==> config.mk <==
export PLATFORM = sky130hd
export DESIGN_NAME = serial_bootloader_host_engine_flat
export DESIGN_NICKNAME = d
export VERILOG_FILES = /design/src/rtl/sbh_pkg.sv /design/src/rtl/sbh_req_if.sv /design/src/rtl/sbh_rsp_if.sv /design/src/rtl/serial_bootloader_host_engine.sv /design/src/rtl/sbh_step.sv /design/src/flat_wrapper.sv
export SDC_FILE = /design/constraint.sdc
export NUM_CORES = 1
export LEC_CHECK = 0
export ABC_AREA = 0
export BUFFER_PORTS_ARGS = -buffer_cell sky130_fd_sc_hd__buf_2
export CAP_MARGIN = 10
export CORE_UTILIZATION = 43
export DETAILED_ROUTE_END_ITERATION = 8
export SLEW_MARGIN = 20
export SYNTH_ARGS = -nofsm -noshare
export SYNTH_HDL_FRONTEND = slang
export SYNTH_HIERARCHICAL = 1
export SYNTH_SLANG_ARGS = --single-unit
==> constraint.sdc <==
create_clock -name clock -period 6.8 [get_ports clock]
set_clock_uncertainty 0.2 [all_clocks]
set_input_delay 0.34 -clock clock [delete_from_list [all_inputs] [get_ports clock]]
set_output_delay 0.34 -clock clock [all_outputs]
set_load 0.02 [all_outputs]
==> src/rtl/sbh_pkg.sv <==
// Package for the serial bootloader host engine.
// Holds field widths, protocol bytes, codes and the shared state and result types.
// No dependencies.
package sbh_pkg;

   localparam int BLOCK_SIZE = 256;
   localparam int MAX_LENGTH = 65536;

   localparam int ADDR_W = 32;
   localparam int LEN_W  = 17;
   localparam int BLK_W  = $clog2(BLOCK_SIZE + 1);
   localparam int RES_MAX = 5;
   localparam int CNT_W  = $clog2(RES_MAX + 1);
   localparam int IDX_W  = $clog2(RES_MAX);

   localparam logic [7:0] ACK_BYTE  = 8'h79;
   localparam logic [7:0] NACK_BYTE = 8'h1F;
   localparam logic [7:0] SYNC_BYTE = 8'h7F;
   localparam logic [7:0] CMD_WRITE = 8'h31;
   localparam logic [7:0] CMD_READ  = 8'h11;
   localparam logic [7:0] CMD_ERASE = 8'h43;
   localparam logic [7:0] ERASE_ALL = 8'hFF;

   // request kinds
   localparam logic [1:0] IK_REQ   = 2'd0;
   localparam logic [1:0] IK_DATA  = 2'd1;
   localparam logic [1:0] IK_REPLY = 2'd2;

   // operations
   localparam logic [1:0] OP_CONNECT = 2'd0;
   localparam logic [1:0] OP_ERASE   = 2'd1;
   localparam logic [1:0] OP_WRITE   = 2'd2;
   localparam logic [1:0] OP_READ    = 2'd3;

   // result kinds
   localparam logic [2:0] RK_SEND  = 3'd0;
   localparam logic [2:0] RK_READ  = 3'd1;
   localparam logic [2:0] RK_DONE  = 3'd2;
   localparam logic [2:0] RK_NACK  = 3'd3;
   localparam logic [2:0] RK_BAD   = 3'd4;
   localparam logic [2:0] RK_ORDER = 3'd5;
   localparam logic [2:0] RK_READY = 3'd6;

   // phases
   localparam logic [3:0] PH_IDLE       = 4'd0;
   localparam logic [3:0] PH_CONN_ACK   = 4'd1;
   localparam logic [3:0] PH_ERASE_ACK1 = 4'd2;
   localparam logic [3:0] PH_ERASE_ACK2 = 4'd3;
   localparam logic [3:0] PH_CMD_ACK    = 4'd4;
   localparam logic [3:0] PH_ADDR_ACK   = 4'd5;
   localparam logic [3:0] PH_WR_DATA    = 4'd6;
   localparam logic [3:0] PH_WR_ACK     = 4'd7;
   localparam logic [3:0] PH_RD_CNT_ACK = 4'd8;
   localparam logic [3:0] PH_RD_DATA    = 4'd9;

   typedef struct packed {
      logic [3:0]        phase;
      logic [1:0]        cur_op;
      logic [ADDR_W-1:0] block_address;
      logic [LEN_W-1:0]  bytes_remaining;
      logic [BLK_W-1:0]  block_bytes_left;
      logic [7:0]        checksum;
      logic              connect_retried;
   } state_type;

   typedef struct packed {
      logic [1:0]        kind;
      logic [1:0]        operation;
      logic [ADDR_W-1:0] address;
      logic [LEN_W-1:0]  length;
      logic [7:0]        byte_in;
   } item_type;

   typedef struct packed {
      logic [2:0] kind;
      logic [7:0] data;
   } res_type;

   typedef struct packed {
      res_type [RES_MAX-1:0] res;
      logic [CNT_W-1:0]      cnt;
   } step_out_type;

endpackage

==> src/rtl/sbh_req_if.sv <==
// Request channel of the serial bootloader host engine: valid/ready plus item fields.
// Depends on sbh_pkg for field widths.
interface sbh_req_if;
   logic                      valid;
   logic                      ready;
   logic [1:0]                kind;
   logic [1:0]                operation;
   logic [sbh_pkg::ADDR_W-1:0] address;
   logic [sbh_pkg::LEN_W-1:0] length;
   logic [7:0]                byte_in;

   modport source(output valid, kind, operation, address, length, byte_in, input ready);
   modport sink(input valid, kind, operation, address, length, byte_in, output ready);
endinterface

==> src/rtl/sbh_rsp_if.sv <==
// Result channel of the serial bootloader host engine: valid/ready plus result fields.
// No dependencies.
interface sbh_rsp_if;
   logic       valid;
   logic       ready;
   logic [2:0] result_kind;
   logic [7:0] byte_out;
   logic       last;

   modport source(output valid, result_kind, byte_out, last, input ready);
   modport sink(input valid, result_kind, byte_out, last, output ready);
endinterface

==> src/rtl/serial_bootloader_host_engine.sv <==
// Host side of a serial bootloader exchange. A request is captured in an input register,
// one step of the protocol is evaluated against the state, and its zero to five results
// are loaded into a result buffer that drains one result per cycle while the result side
// is ready. A request holds the result side until its results are taken; the next request
// waits in the input register meanwhile and is evaluated in the cycle the last result of
// the previous one is taken.
// Depends on sbh_pkg, sbh_req_if, sbh_rsp_if and sbh_step.
module serial_bootloader_host_engine (
   input logic       clock,
   input logic       reset,
   sbh_req_if.sink   req_ch,
   sbh_rsp_if.source rsp_ch
);

   sbh_pkg::item_type                  item_ff;
   logic                               item_valid_ff;
   sbh_pkg::state_type                 state_ff;
   sbh_pkg::state_type                 state_in;
   sbh_pkg::step_out_type              step_out;
   sbh_pkg::res_type [sbh_pkg::RES_MAX-1:0] res_ff;
   logic [sbh_pkg::CNT_W-1:0]          res_cnt_ff;
   logic [sbh_pkg::IDX_W-1:0]          res_idx_ff;

   logic pop;
   logic last_slot;
   logic buf_free;
   logic process;
   logic load;

   sbh_step u_step (
      .st   (state_ff),
      .item (item_ff),
      .nxt  (state_in),
      .out  (step_out)
   );

   assign last_slot = (sbh_pkg::CNT_W'(res_idx_ff) == res_cnt_ff - sbh_pkg::CNT_W'(1));
   assign pop       = rsp_ch.valid && rsp_ch.ready;
   assign buf_free  = (res_cnt_ff == '0) || (pop && last_slot);
   assign process   = item_valid_ff && buf_free;
   assign load      = req_ch.valid && req_ch.ready;

   assign req_ch.ready       = !item_valid_ff || process;
   assign rsp_ch.valid       = (res_cnt_ff != '0);
   assign rsp_ch.result_kind = res_ff[res_idx_ff].kind;
   assign rsp_ch.byte_out    = res_ff[res_idx_ff].data;
   assign rsp_ch.last        = last_slot;

   always_ff @(posedge clock) begin
      if (load) begin
         item_ff <= '{req_ch.kind, req_ch.operation, req_ch.address,
                      req_ch.length, req_ch.byte_in};
      end
      if (process) begin
         res_ff <= step_out.res;
      end
   end

   always_ff @(posedge clock) begin
      if (reset) begin
         item_valid_ff <= 1'b0;
         state_ff      <= '{sbh_pkg::PH_IDLE, 2'd0, '0, '0, '0, 8'd0, 1'b0};
         res_cnt_ff    <= '0;
         res_idx_ff    <= '0;
      end else begin
         if (load) begin
            item_valid_ff <= 1'b1;
         end else if (process) begin
            item_valid_ff <= 1'b0;
         end
         if (process) begin
            state_ff   <= state_in;
            res_cnt_ff <= step_out.cnt;
            res_idx_ff <= '0;
         end else if (pop) begin
            if (last_slot) begin
               res_cnt_ff <= '0;
               res_idx_ff <= '0;
            end else begin
               res_idx_ff <= res_idx_ff + sbh_pkg::IDX_W'(1);
            end
         end
      end
   end

   a_cnt_range: assert property (@(posedge clock) disable iff (reset)
      res_cnt_ff <= sbh_pkg::CNT_W'(sbh_pkg::RES_MAX))
      else $error("result count above maximum");

   a_idx_in_buf: assert property (@(posedge clock) disable iff (reset)
      (res_cnt_ff != '0) |-> (sbh_pkg::CNT_W'(res_idx_ff) < res_cnt_ff))
      else $error("result index beyond filled slots");

   a_process_free: assert property (@(posedge clock) disable iff (reset)
      process |-> ((res_cnt_ff == '0) || (pop && last_slot)))
      else $error("request evaluated while results pending");

   a_drain_empty: assert property (@(posedge clock) disable iff (reset)
      (pop && last_slot && !process) |=> !rsp_ch.valid)
      else $error("result buffer not empty after final result");

   a_idle_hold: assert property (@(posedge clock) disable iff (reset)
      !process |=> (state_ff == $past(state_ff)))
      else $error("state changed without a request");

endmodule

==> src/rtl/sbh_step.sv <==
// Protocol step logic: next state and the list of results for one request.
// Purely combinational. Depends on sbh_pkg.
module sbh_step (
   input  sbh_pkg::state_type    st,
   input  sbh_pkg::item_type     item,
   output sbh_pkg::state_type    nxt,
   output sbh_pkg::step_out_type out
);

   logic                         ok;
   logic [2:0]                   fail_kind;
   logic [sbh_pkg::BLK_W-1:0]    blk;
   logic [sbh_pkg::BLK_W-1:0]    blk_m1;
   logic [7:0]                   blk_byte;
   logic [sbh_pkg::LEN_W-1:0]    rem_after;
   logic [sbh_pkg::ADDR_W-1:0]   addr_after;
   logic [7:0]                   cmd_cur;
   logic [7:0]                   cmd_req;
   logic [sbh_pkg::LEN_W-1:0]    len_sat;
   logic [sbh_pkg::BLK_W-1:0]    bbl_dec;
   logic [7:0]                   cs_new;
   logic [7:0]                   addr_xor;

   always_comb begin
      ok        = (item.byte_in == sbh_pkg::ACK_BYTE);
      fail_kind = (item.byte_in == sbh_pkg::NACK_BYTE) ? sbh_pkg::RK_NACK : sbh_pkg::RK_BAD;
      blk       = (st.bytes_remaining < sbh_pkg::LEN_W'(sbh_pkg::BLOCK_SIZE))
                  ? sbh_pkg::BLK_W'(st.bytes_remaining)
                  : sbh_pkg::BLK_W'(sbh_pkg::BLOCK_SIZE);
      blk_m1    = blk - sbh_pkg::BLK_W'(1);
      blk_byte  = 8'(blk_m1);
      rem_after  = st.bytes_remaining - sbh_pkg::LEN_W'(blk);
      addr_after = st.block_address + sbh_pkg::ADDR_W'(blk);
      cmd_cur   = (st.cur_op == sbh_pkg::OP_WRITE) ? sbh_pkg::CMD_WRITE : sbh_pkg::CMD_READ;
      cmd_req   = (item.operation == sbh_pkg::OP_WRITE) ? sbh_pkg::CMD_WRITE
                                                         : sbh_pkg::CMD_READ;
      len_sat   = (item.length > sbh_pkg::LEN_W'(sbh_pkg::MAX_LENGTH))
                  ? sbh_pkg::LEN_W'(sbh_pkg::MAX_LENGTH) : item.length;
      bbl_dec   = st.block_bytes_left - sbh_pkg::BLK_W'(1);
      cs_new    = st.checksum ^ item.byte_in;
      addr_xor  = st.block_address[31:24] ^ st.block_address[23:16]
                ^ st.block_address[15:8] ^ st.block_address[7:0];

      nxt = st;
      out = '0;

      case (item.kind)
         sbh_pkg::IK_REQ: begin
            if (st.phase == sbh_pkg::PH_IDLE) begin
               nxt.cur_op           = item.operation;
               nxt.connect_retried  = 1'b0;
               nxt.checksum         = 8'd0;
               nxt.block_bytes_left = '0;
               case (item.operation)
                  sbh_pkg::OP_CONNECT: begin
                     out.res[0] = '{sbh_pkg::RK_SEND, sbh_pkg::SYNC_BYTE};
                     out.cnt    = 3'd1;
                     nxt.phase  = sbh_pkg::PH_CONN_ACK;
                  end
                  sbh_pkg::OP_ERASE: begin
                     out.res[0] = '{sbh_pkg::RK_SEND, sbh_pkg::CMD_ERASE};
                     out.res[1] = '{sbh_pkg::RK_SEND, ~sbh_pkg::CMD_ERASE};
                     out.cnt    = 3'd2;
                     nxt.phase  = sbh_pkg::PH_ERASE_ACK1;
                  end
                  default: begin
                     nxt.block_address   = item.address;
                     nxt.bytes_remaining = len_sat;
                     if (len_sat == '0) begin
                        out.res[0] = '{sbh_pkg::RK_DONE, 8'd0};
                        out.cnt    = 3'd1;
                        nxt.phase  = sbh_pkg::PH_IDLE;
                     end else begin
                        out.res[0] = '{sbh_pkg::RK_SEND, cmd_req};
                        out.res[1] = '{sbh_pkg::RK_SEND, ~cmd_req};
                        out.cnt    = 3'd2;
                        nxt.phase  = sbh_pkg::PH_CMD_ACK;
                     end
                  end
               endcase
            end else begin
               out.res[0] = '{sbh_pkg::RK_ORDER, 8'd0};
               out.cnt    = 3'd1;
            end
         end

         sbh_pkg::IK_DATA: begin
            if (st.phase == sbh_pkg::PH_WR_DATA && st.block_bytes_left != '0) begin
               out.res[0]           = '{sbh_pkg::RK_SEND, item.byte_in};
               out.cnt              = 3'd1;
               nxt.checksum         = cs_new;
               nxt.block_bytes_left = bbl_dec;
               if (bbl_dec == '0) begin
                  out.res[1] = '{sbh_pkg::RK_SEND, cs_new};
                  out.cnt    = 3'd2;
                  nxt.phase  = sbh_pkg::PH_WR_ACK;
               end
            end else begin
               out.res[0] = '{sbh_pkg::RK_ORDER, 8'd0};
               out.cnt    = 3'd1;
            end
         end

         sbh_pkg::IK_REPLY: begin
            if (!ok && st.phase != sbh_pkg::PH_RD_DATA && st.phase != sbh_pkg::PH_IDLE
                && st.phase != sbh_pkg::PH_WR_DATA
                && !(st.phase == sbh_pkg::PH_CONN_ACK && !st.connect_retried)) begin
               out.res[0] = '{fail_kind, item.byte_in};
               out.cnt    = 3'd1;
               nxt.phase  = sbh_pkg::PH_IDLE;
            end else begin
               case (st.phase)
                  sbh_pkg::PH_CONN_ACK: begin
                     if (ok) begin
                        out.res[0] = '{sbh_pkg::RK_DONE, 8'd0};
                        nxt.phase  = sbh_pkg::PH_IDLE;
                     end else begin
                        out.res[0]          = '{sbh_pkg::RK_SEND, sbh_pkg::SYNC_BYTE};
                        nxt.connect_retried = 1'b1;
                     end
                     out.cnt = 3'd1;
                  end
                  sbh_pkg::PH_ERASE_ACK1: begin
                     out.res[0] = '{sbh_pkg::RK_SEND, sbh_pkg::ERASE_ALL};
                     out.res[1] = '{sbh_pkg::RK_SEND, ~sbh_pkg::ERASE_ALL};
                     out.cnt    = 3'd2;
                     nxt.phase  = sbh_pkg::PH_ERASE_ACK2;
                  end
                  sbh_pkg::PH_ERASE_ACK2: begin
                     out.res[0] = '{sbh_pkg::RK_DONE, 8'd0};
                     out.cnt    = 3'd1;
                     nxt.phase  = sbh_pkg::PH_IDLE;
                  end
                  sbh_pkg::PH_CMD_ACK: begin
                     out.res[0] = '{sbh_pkg::RK_SEND, st.block_address[31:24]};
                     out.res[1] = '{sbh_pkg::RK_SEND, st.block_address[23:16]};
                     out.res[2] = '{sbh_pkg::RK_SEND, st.block_address[15:8]};
                     out.res[3] = '{sbh_pkg::RK_SEND, st.block_address[7:0]};
                     out.res[4] = '{sbh_pkg::RK_SEND, addr_xor};
                     out.cnt    = 3'd5;
                     nxt.phase  = sbh_pkg::PH_ADDR_ACK;
                  end
                  sbh_pkg::PH_ADDR_ACK: begin
                     nxt.block_bytes_left = blk;
                     out.res[0] = '{sbh_pkg::RK_SEND, blk_byte};
                     out.cnt    = 3'd2;
                     if (st.cur_op == sbh_pkg::OP_WRITE) begin
                        nxt.checksum = blk_byte;
                        out.res[1]   = '{sbh_pkg::RK_READY, 8'd0};
                        nxt.phase    = sbh_pkg::PH_WR_DATA;
                     end else begin
                        out.res[1] = '{sbh_pkg::RK_SEND, ~blk_byte};
                        nxt.phase  = sbh_pkg::PH_RD_CNT_ACK;
                     end
                  end
                  sbh_pkg::PH_WR_ACK: begin
                     nxt.bytes_remaining = rem_after;
                     nxt.block_address   = addr_after;
                     if (rem_after == '0) begin
                        out.res[0] = '{sbh_pkg::RK_DONE, 8'd0};
                        out.cnt    = 3'd1;
                        nxt.phase  = sbh_pkg::PH_IDLE;
                     end else begin
                        out.res[0] = '{sbh_pkg::RK_SEND, cmd_cur};
                        out.res[1] = '{sbh_pkg::RK_SEND, ~cmd_cur};
                        out.cnt    = 3'd2;
                        nxt.phase  = sbh_pkg::PH_CMD_ACK;
                     end
                  end
                  sbh_pkg::PH_RD_CNT_ACK: begin
                     nxt.phase = sbh_pkg::PH_RD_DATA;
                  end
                  sbh_pkg::PH_RD_DATA: begin
                     out.res[0] = '{sbh_pkg::RK_READ, item.byte_in};
                     out.cnt    = 3'd1;
                     if (st.block_bytes_left != '0) begin
                        nxt.block_bytes_left = bbl_dec;
                     end
                     if (st.block_bytes_left == '0 || bbl_dec == '0) begin
                        nxt.bytes_remaining = rem_after;
                        nxt.block_address   = addr_after;
                        if (rem_after == '0) begin
                           out.res[1] = '{sbh_pkg::RK_DONE, 8'd0};
                           out.cnt    = 3'd2;
                           nxt.phase  = sbh_pkg::PH_IDLE;
                        end else begin
                           out.res[1] = '{sbh_pkg::RK_SEND, cmd_cur};
                           out.res[2] = '{sbh_pkg::RK_SEND, ~cmd_cur};
                           out.cnt    = 3'd3;
                           nxt.phase  = sbh_pkg::PH_CMD_ACK;
                        end
                     end
                  end
                  default: begin
                     out.res[0] = '{sbh_pkg::RK_ORDER, 8'd0};
                     out.cnt    = 3'd1;
                  end
               endcase
            end
         end

         default: begin
            out.res[0] = '{sbh_pkg::RK_ORDER, 8'd0};
            out.cnt    = 3'd1;
         end
      endcase
   end

endmodule

==> src/flat_wrapper.sv <==
// flat-port wrapper written by rule: the top's interface ports become plain ports
module serial_bootloader_host_engine_flat 
  (clock, reset, req_ch_valid, req_ch_kind, req_ch_operation, req_ch_address, req_ch_length, req_ch_byte_in, req_ch_ready, rsp_ch_valid, rsp_ch_result_kind, rsp_ch_byte_out, rsp_ch_last, rsp_ch_ready);
  sbh_req_if req_ch_i ();
  sbh_rsp_if rsp_ch_i ();
  input logic clock;
  input logic reset;
  input wire logic [$bits(req_ch_i.valid)-1:0] req_ch_valid;
  input wire logic [$bits(req_ch_i.kind)-1:0] req_ch_kind;
  input wire logic [$bits(req_ch_i.operation)-1:0] req_ch_operation;
  input wire logic [$bits(req_ch_i.address)-1:0] req_ch_address;
  input wire logic [$bits(req_ch_i.length)-1:0] req_ch_length;
  input wire logic [$bits(req_ch_i.byte_in)-1:0] req_ch_byte_in;
  output wire logic [$bits(req_ch_i.ready)-1:0] req_ch_ready;
  output wire logic [$bits(rsp_ch_i.valid)-1:0] rsp_ch_valid;
  output wire logic [$bits(rsp_ch_i.result_kind)-1:0] rsp_ch_result_kind;
  output wire logic [$bits(rsp_ch_i.byte_out)-1:0] rsp_ch_byte_out;
  output wire logic [$bits(rsp_ch_i.last)-1:0] rsp_ch_last;
  input wire logic [$bits(rsp_ch_i.ready)-1:0] rsp_ch_ready;
  assign req_ch_i.valid = req_ch_valid;
  assign req_ch_i.kind = req_ch_kind;
  assign req_ch_i.operation = req_ch_operation;
  assign req_ch_i.address = req_ch_address;
  assign req_ch_i.length = req_ch_length;
  assign req_ch_i.byte_in = req_ch_byte_in;
  assign req_ch_ready = req_ch_i.ready;
  assign rsp_ch_valid = rsp_ch_i.valid;
  assign rsp_ch_result_kind = rsp_ch_i.result_kind;
  assign rsp_ch_byte_out = rsp_ch_i.byte_out;
  assign rsp_ch_last = rsp_ch_i.last;
  assign rsp_ch_i.ready = rsp_ch_ready;
  serial_bootloader_host_engine u_core (.clock(clock), .reset(reset), .req_ch(req_ch_i), .rsp_ch(rsp_ch_i));
endmodule
=== Yosys cells after proc, flatten, opt, wreduce, memory -nomap -nowiden ===
Cells that the tools add are included.

* Add/subtract/negate cells: 6
* Multiply operators: 0
* Div/mod/pow operators: 0
* $lt $le $gt $ge: 3
* Equal/unequal tests: 35
* Shift operators: 0
* Mux-type cells: 64
* Bitwise gates (word level): 9
* Reduce and logical (&&, ||, !) cells: 44

{| class="wikitable"
|+ Operator list
! operator !! count
|-
| $pmux W49 S2 || 2
|-
| $pmux W14 S8 || 1
|-
| $mux W49 || 2
|-
| $mux W73 || 1
|-
| $mux W67 || 1
|-
| $pmux W17 S3 || 1
|-
| $mux W8 || 6
|-
| $mux W11 || 4
|-
| $pmux W11 S2 || 2
|-
| $pmux W11 S4 || 1
|-
| $mux W14 || 3
|-
| $pmux W14 S3 || 1
|-
| $logic_not A17 Y1 || 2
|-
| $mux W17 || 2
|-
| $bmux W11 S3 || 1
|-
| $pmux W11 S3 || 1
|-
| $add A32 B9 Y32 || 1
|-
| $pmux W4 S8 || 1
|-
| $xor A8 B8 Y8 || 4
|-
| $mux W13 || 2
|-
| $pmux W13 S2 || 1
|-
| $mux W4 || 6
|-
| $mux W22 || 1
|-
| $mux W3 || 7
|-
| 54 further kinds || 107
|}

* Flip-flop bits (word level): 196
* Latch bits: 0
* Bits in writable memories: 0
* Bits in read-only memories: 0
* Input bits: 65
* Memories kept: 0

=== Depth between registers and ports, before layout ===
* Word-level depth: 10
* Gate-level depth with buffers: 18

=== Modules after synthesis ===
The synthesis kept the hierarchy.

{| class="wikitable"
|+ Modules (own cells, without submodules)
! module !! instances !! cells an instance !! area each (µm²)
|-
| serial_bootloader_host_engine || 1 || 532 || 6857.8
|-
| sbh_step || 1 || 904 || 5486.5
|}

=== Worst setup path before layout ===
No wires, ideal clock.

* Path type: register to register
* Start point: register u_core/res_cnt_ff[0] (netlist bit)
* End point: register u_core/item_ff[0] (netlist bit), enable pin
* Arrival time: 3136 ps
* Data required time: 6175 ps
* Path slack: 3038 ps
* Cell stages (with the launch flop): 7
* Path buffers: 0
* Clock period less this slack: 3762 ps
* Path through: dfxtp_1 > inv_1 > ha_1 > xor2_1 > nand3_2 > o211ai_1 > and2_1

* Cells in the longest elaborated chain, start to end: 7
* Elaborated cells between the ends (all ways): 10
* Classes of those cells: 1 x add/sub; 1 x eq/ne; 8 x reduce/logical

{| class="wikitable"
|+ RTL lines
! element !! RTL line !! text
|-
| start, declared || serial_bootloader_host_engine.sv:21 || <nowiki>logic [sbh_pkg::CNT_W-1:0] res_cnt_ff;</nowiki>
|-
| start signal, assigned || serial_bootloader_host_engine.sv:73 || <nowiki>res_cnt_ff <= step_out.cnt;</nowiki>
|-
| $sub A3 B1 Y3 or $reduce_bool A3 Y1 (tied branches) || serial_bootloader_host_engine.sv:37, serial_bootloader_host_engine.sv:44 ||
|-
| $eq A3 B3 Y1 or $logic_and A1 B1 Y1 (tied branches) || serial_bootloader_host_engine.sv:37, serial_bootloader_host_engine.sv:38 ||
|-
| $logic_and A1 B1 Y1 || serial_bootloader_host_engine.sv:39 || <nowiki>assign buf_free = (res_cnt_ff == '0) || (pop && last_slot);</nowiki>
|-
| $logic_or A1 B1 Y1 * || serial_bootloader_host_engine.sv:39 ||
|-
| $logic_and A1 B1 Y1 * || serial_bootloader_host_engine.sv:40 || <nowiki>assign process = item_valid_ff && buf_free;</nowiki>
|-
| $logic_or A1 B1 Y1 * || serial_bootloader_host_engine.sv:43 || <nowiki>assign req_ch.ready = !item_valid_ff || process;</nowiki>
|-
| via req_ch_ready || flat_wrapper.sv:14 || <nowiki>output wire logic [$bits(req_ch_i.ready)-1:0] req_ch_ready;</nowiki>
|-
| $logic_and A1 B1 Y1 * || serial_bootloader_host_engine.sv:41 || <nowiki>assign load = req_ch.valid && req_ch.ready;</nowiki>
|-
| via u_core.load || serial_bootloader_host_engine.sv:28 || <nowiki>logic load;</nowiki>
|-
| end signal, assigned || serial_bootloader_host_engine.sv:51 || <nowiki>item_ff <= '{req_ch.kind, req_ch.operation, req_ch.address,</nowiki>
|-
| end, declared || serial_bootloader_host_engine.sv:15 || <nowiki>sbh_pkg::item_type item_ff;</nowiki>
|}

Mark *: on every way through the listed nets, which the timed path passes. The rest lies on a longest branch.
A chain may end at the register's enable or synchronous reset.

==> results_dict.tcl <==
set metrics [dict create \
    die_area_um2 29400 \
    setup.worst_path.end_class "flop" \
    cts_resized 0 \
    synth_edf_count 116 \
    groute.usage.overall_pct 30.4 \
    final.hold.worst_slack_ps 285 \
    synth_cell_type_count 87 \
    cp_max_fo 16 \
    tightest_slew_ps 1150 \
    power.share.clock_pct 39.3 \
    outcome "finished, final reports clean" \
    firstDrtPassIters 8 \
    gpl.final_weighted_congestion 1.00 \
    h-tree-depth 4 \
    synth_async_sr_flop_share_pct 0 \
    setup-tns-final_ps 0 \
    grt_use_met1_pct 42.1 \
    reg2regPathDepth 14 \
    worstPathArrival_ps 5070 \
    cp.required_ps 6980 \
    setup_viol_count_final 0 \
    row_count 61 \
    yosysTopAreaCellShare_pct 28.2 \
    internal_power_mw 1.96 \
    finalCritPeriodShare_pct 71.9 \
    worst_r2r_endpoint "u_core/state_ff[52]" \
    net-switching-power_mw 0.798 \
    seqPwrFrac_pct 49.1 \
    antenna_violations_before_repair 0 \
    clk_latency_ps 450 \
    cts.root.buffer_cell "clkbuf_16" \
    final.min_clock_period_ps 4890 \
    wl_um 43500 \
    die_w_um 171 \
    tritoncts_num_sinks 196 \
    global_route.peak_usage_layer "met2" \
    wl_per_cell_um 22.9 \
    seq_cells_post_synth 196 \
    synth.largest_area_cell "edfxtp_1" \
    hold_path_end "u_core/state_ff[67]" \
    worstSetupStartpointType "flop" \
    antenna_violating_nets_post_route 0 \
    power_per_cell_area_nw_per_um2 195 \
    hold-path-cell-count 2 \
    crit_type "reg2reg" \
    grt_first_pass_wirelength_um 66400 \
    cts_made_buffers 17 \
    drive_gt1_share_pct 12.1 \
    cellLeakagePower_nw 4.97 \
    tritoncts "built" \
    worst-r2r-setup-slack_ps 1910 \
    timing.max_cap.violations 0 \
    num_vias 11900 \
    syn-cell-area_um2 12300 \
    clkSlewWorstSetupHoldPaths_ps 80 \
    post_synth_inst_count 1436 \
    synth_top_flop_cell "edfxtp_1" \
    dieHeight_um 171 \
    final-hold-violation-count 0 \
    dp_hpwl_um 30000 \
    viasPerCell 6.24 \
    yosys_warnings 6 \
    syn2layout_area_growth_pct 14.7 \
    num_io_pins 79 \
    timing.final.max_slew_violations 0 \
    worstHoldPathType "reg2reg" \
    synth_top_cells_by_area "edfxtp_1 28%, dfxtp_1 13%, nand2_1 7.5%, a21oi_1 6.1%, o21ai_0 3.4%" \
    comb_power_share_pct 11.6 \
    clock_buffer_depth 2 \
    worst_r2r_startpoint "u_core/state_ff[33]" \
    setup_repair_after_global_routing_missed_its_margin "no" \
    globalRouteMet3Util_pct 5.98 \
    gr-total-overflow 0 \
    yosysSeqAreaShare_pct 41.2 \
    numPortBuffers 78 \
    grt_max_degree 81 \
    synth_commonest_cells "247 x nand2_1, 150 x a21oi_1, 116 x edfxtp_1" \
    initialDrtViolationCount 1620 \
    cell_with_the_most_instances_after_synthesis "nand2_1" \
    grtUsageMet2_pct 46.6 \
    vdd_drop_max_uv 174 \
    syn_avg_cell_area_um2 8.60 \
    swShare_pct 28.9 \
    detail_route.drc_violations 0 \
    min-delay-start "u_core/state_ff[67]" \
    final_nets 1591 \
    first_global_vias 10800 \
    max_freq_mhz 205 \
    core_region_um2 28000 \
    timing.max_slew.rel_slack_pct 22.8 \
    floorplan.initialDensity_pct 44.1 \
]
-- registers in the layout, indices dropped and copies added, names as in the netlist --
name                  cells
u_core/item_ff           61
u_core/item_valid_ff      1
u_core/res_cnt_ff         3
u_core/res_ff            55
u_core/res_idx_ff         3
u_core/state_ff          73
-- placed cells by master (no fill, tap or decap), types with 12 or more instances in the layout --
| cell | instances |
|---|---|
| nand2_1 | 247 |
| a21oi_1 | 150 |
| edfxtp_1 | 116 |
| nor2_1 | 89 |
| o21ai_0 | 83 |
| dfxtp_1 | 80 |
| buf_2 | 78 |
| dlygate4sd3_1 | 63 |
| xnor2_1 | 42 |
| inv_1 | 40 |
| nor3_1 | 37 |
| a22oi_1 | 29 |
| buf_4 | 25 |
| nand3_1 | 25 |
| nor4_1 | 22 |
| and3_1 | 22 |
| clkbuf_16 | 17 |
| ha_1 | 16 |
| a221o_1 | 15 |
| and2_1 | 14 |
| o22ai_1 | 14 |
| nand2b_1 | 13 |
| o211ai_1 | 13 |
| a211oi_1 | 13 |
| o21ai_1 | 12 |
| a221oi_1 | 12 |
-- metal layers --
layer	vias to the layer above	part of all wire, %
li1	5432	-
met1	5731	43
met2	613	45
met3	88	9.0
met4	0	3.1
met5	-	0
-- worst max-delay path by stage --
stage                     cells past startpoint            startpoint                  end
final                                        14   u_core/state_ff[33]  u_core/state_ff[52]
after global routing                         14   u_core/state_ff[27]  u_core/state_ff[52]
after CTS                                    14   u_core/state_ff[33]  u_core/state_ff[52]
after detailed placement                     14   u_core/state_ff[34]  u_core/state_ff[52]
after global placement                       14   u_core/state_ff[33]  u_core/state_ff[52]
after floorplan                               6  u_core/res_cnt_ff[0]    u_core/item_ff[0]
-- cell type report --
class | instances | area [um2]
multi-input cells | 1085 | 6580
clock inverters | 15 | 209
diodes | 1 | 2.50
clock buffers | 17 | 425
inverters | 42 | 160
fillers | 2667 | 13800
flip-flops and latches | 196 | 5080
well taps | 378 | 473
repair buffers | 167 | 1220
-- timing repair --
action	in CTS	in global routing
hold buffers	63	0
buffers inserted	0	0
endpoints found under the hold margin	63	0
-- power groups by stage --
stage	clock, mW	sequential [mW]	combinational, mW
4_1_cts	1.10	1.35	0.315
3_3_place_gp	0	1.38	0.286
6_report	1.08	1.36	0.321
5_1_grt	1.15	1.36	0.347
2_1_floorplan	0	1.35	0.207
3_5_place_dp	0	1.38	0.288
-- critical path, cell delays in order (launching register included) --
cell	delay, ps
dfxtp_1	400
nor4_1	590
and3_1	660
nand2_1	200
inv_1	240
ha_1	270
a211oi_1	120
o21a_1	220
o21ai_1	380
nand3_1	340
or2_2	410
or4_1	430
a41oi_2	170
nand2_1	70
a21oi_1	120
-- per-stage QoR --
stage          worst slack (ps)  util, %  instances  instance area (um2)  power [mW]
2_1_floorplan              3040        -       1445                12400        1.56
3_3_place_gp               2200     46.0       1804                12900        1.67
3_5_place_dp               2120     46.0       1804                12900        1.67
4_1_cts                    2090     50.5       1899                14100        2.77
5_1_grt                    1620     50.6       1900                14200        2.86
6_report                   1910     50.6       1901                14200        2.76
-- cells by family after synthesis --
kind of cell,share of synthesized area (%)
adder cells (fa/ha/maj),1.78
AO/OA/AOI/OAI,23.7
multiplexers,2.34
flip-flops,41.2
AND/OR/NAND/NOR,21.1
XOR/XNOR,3.80
other,0.0608
buffers and inverters,5.95
Note: power is estimated with default switching activity, not from simulation.
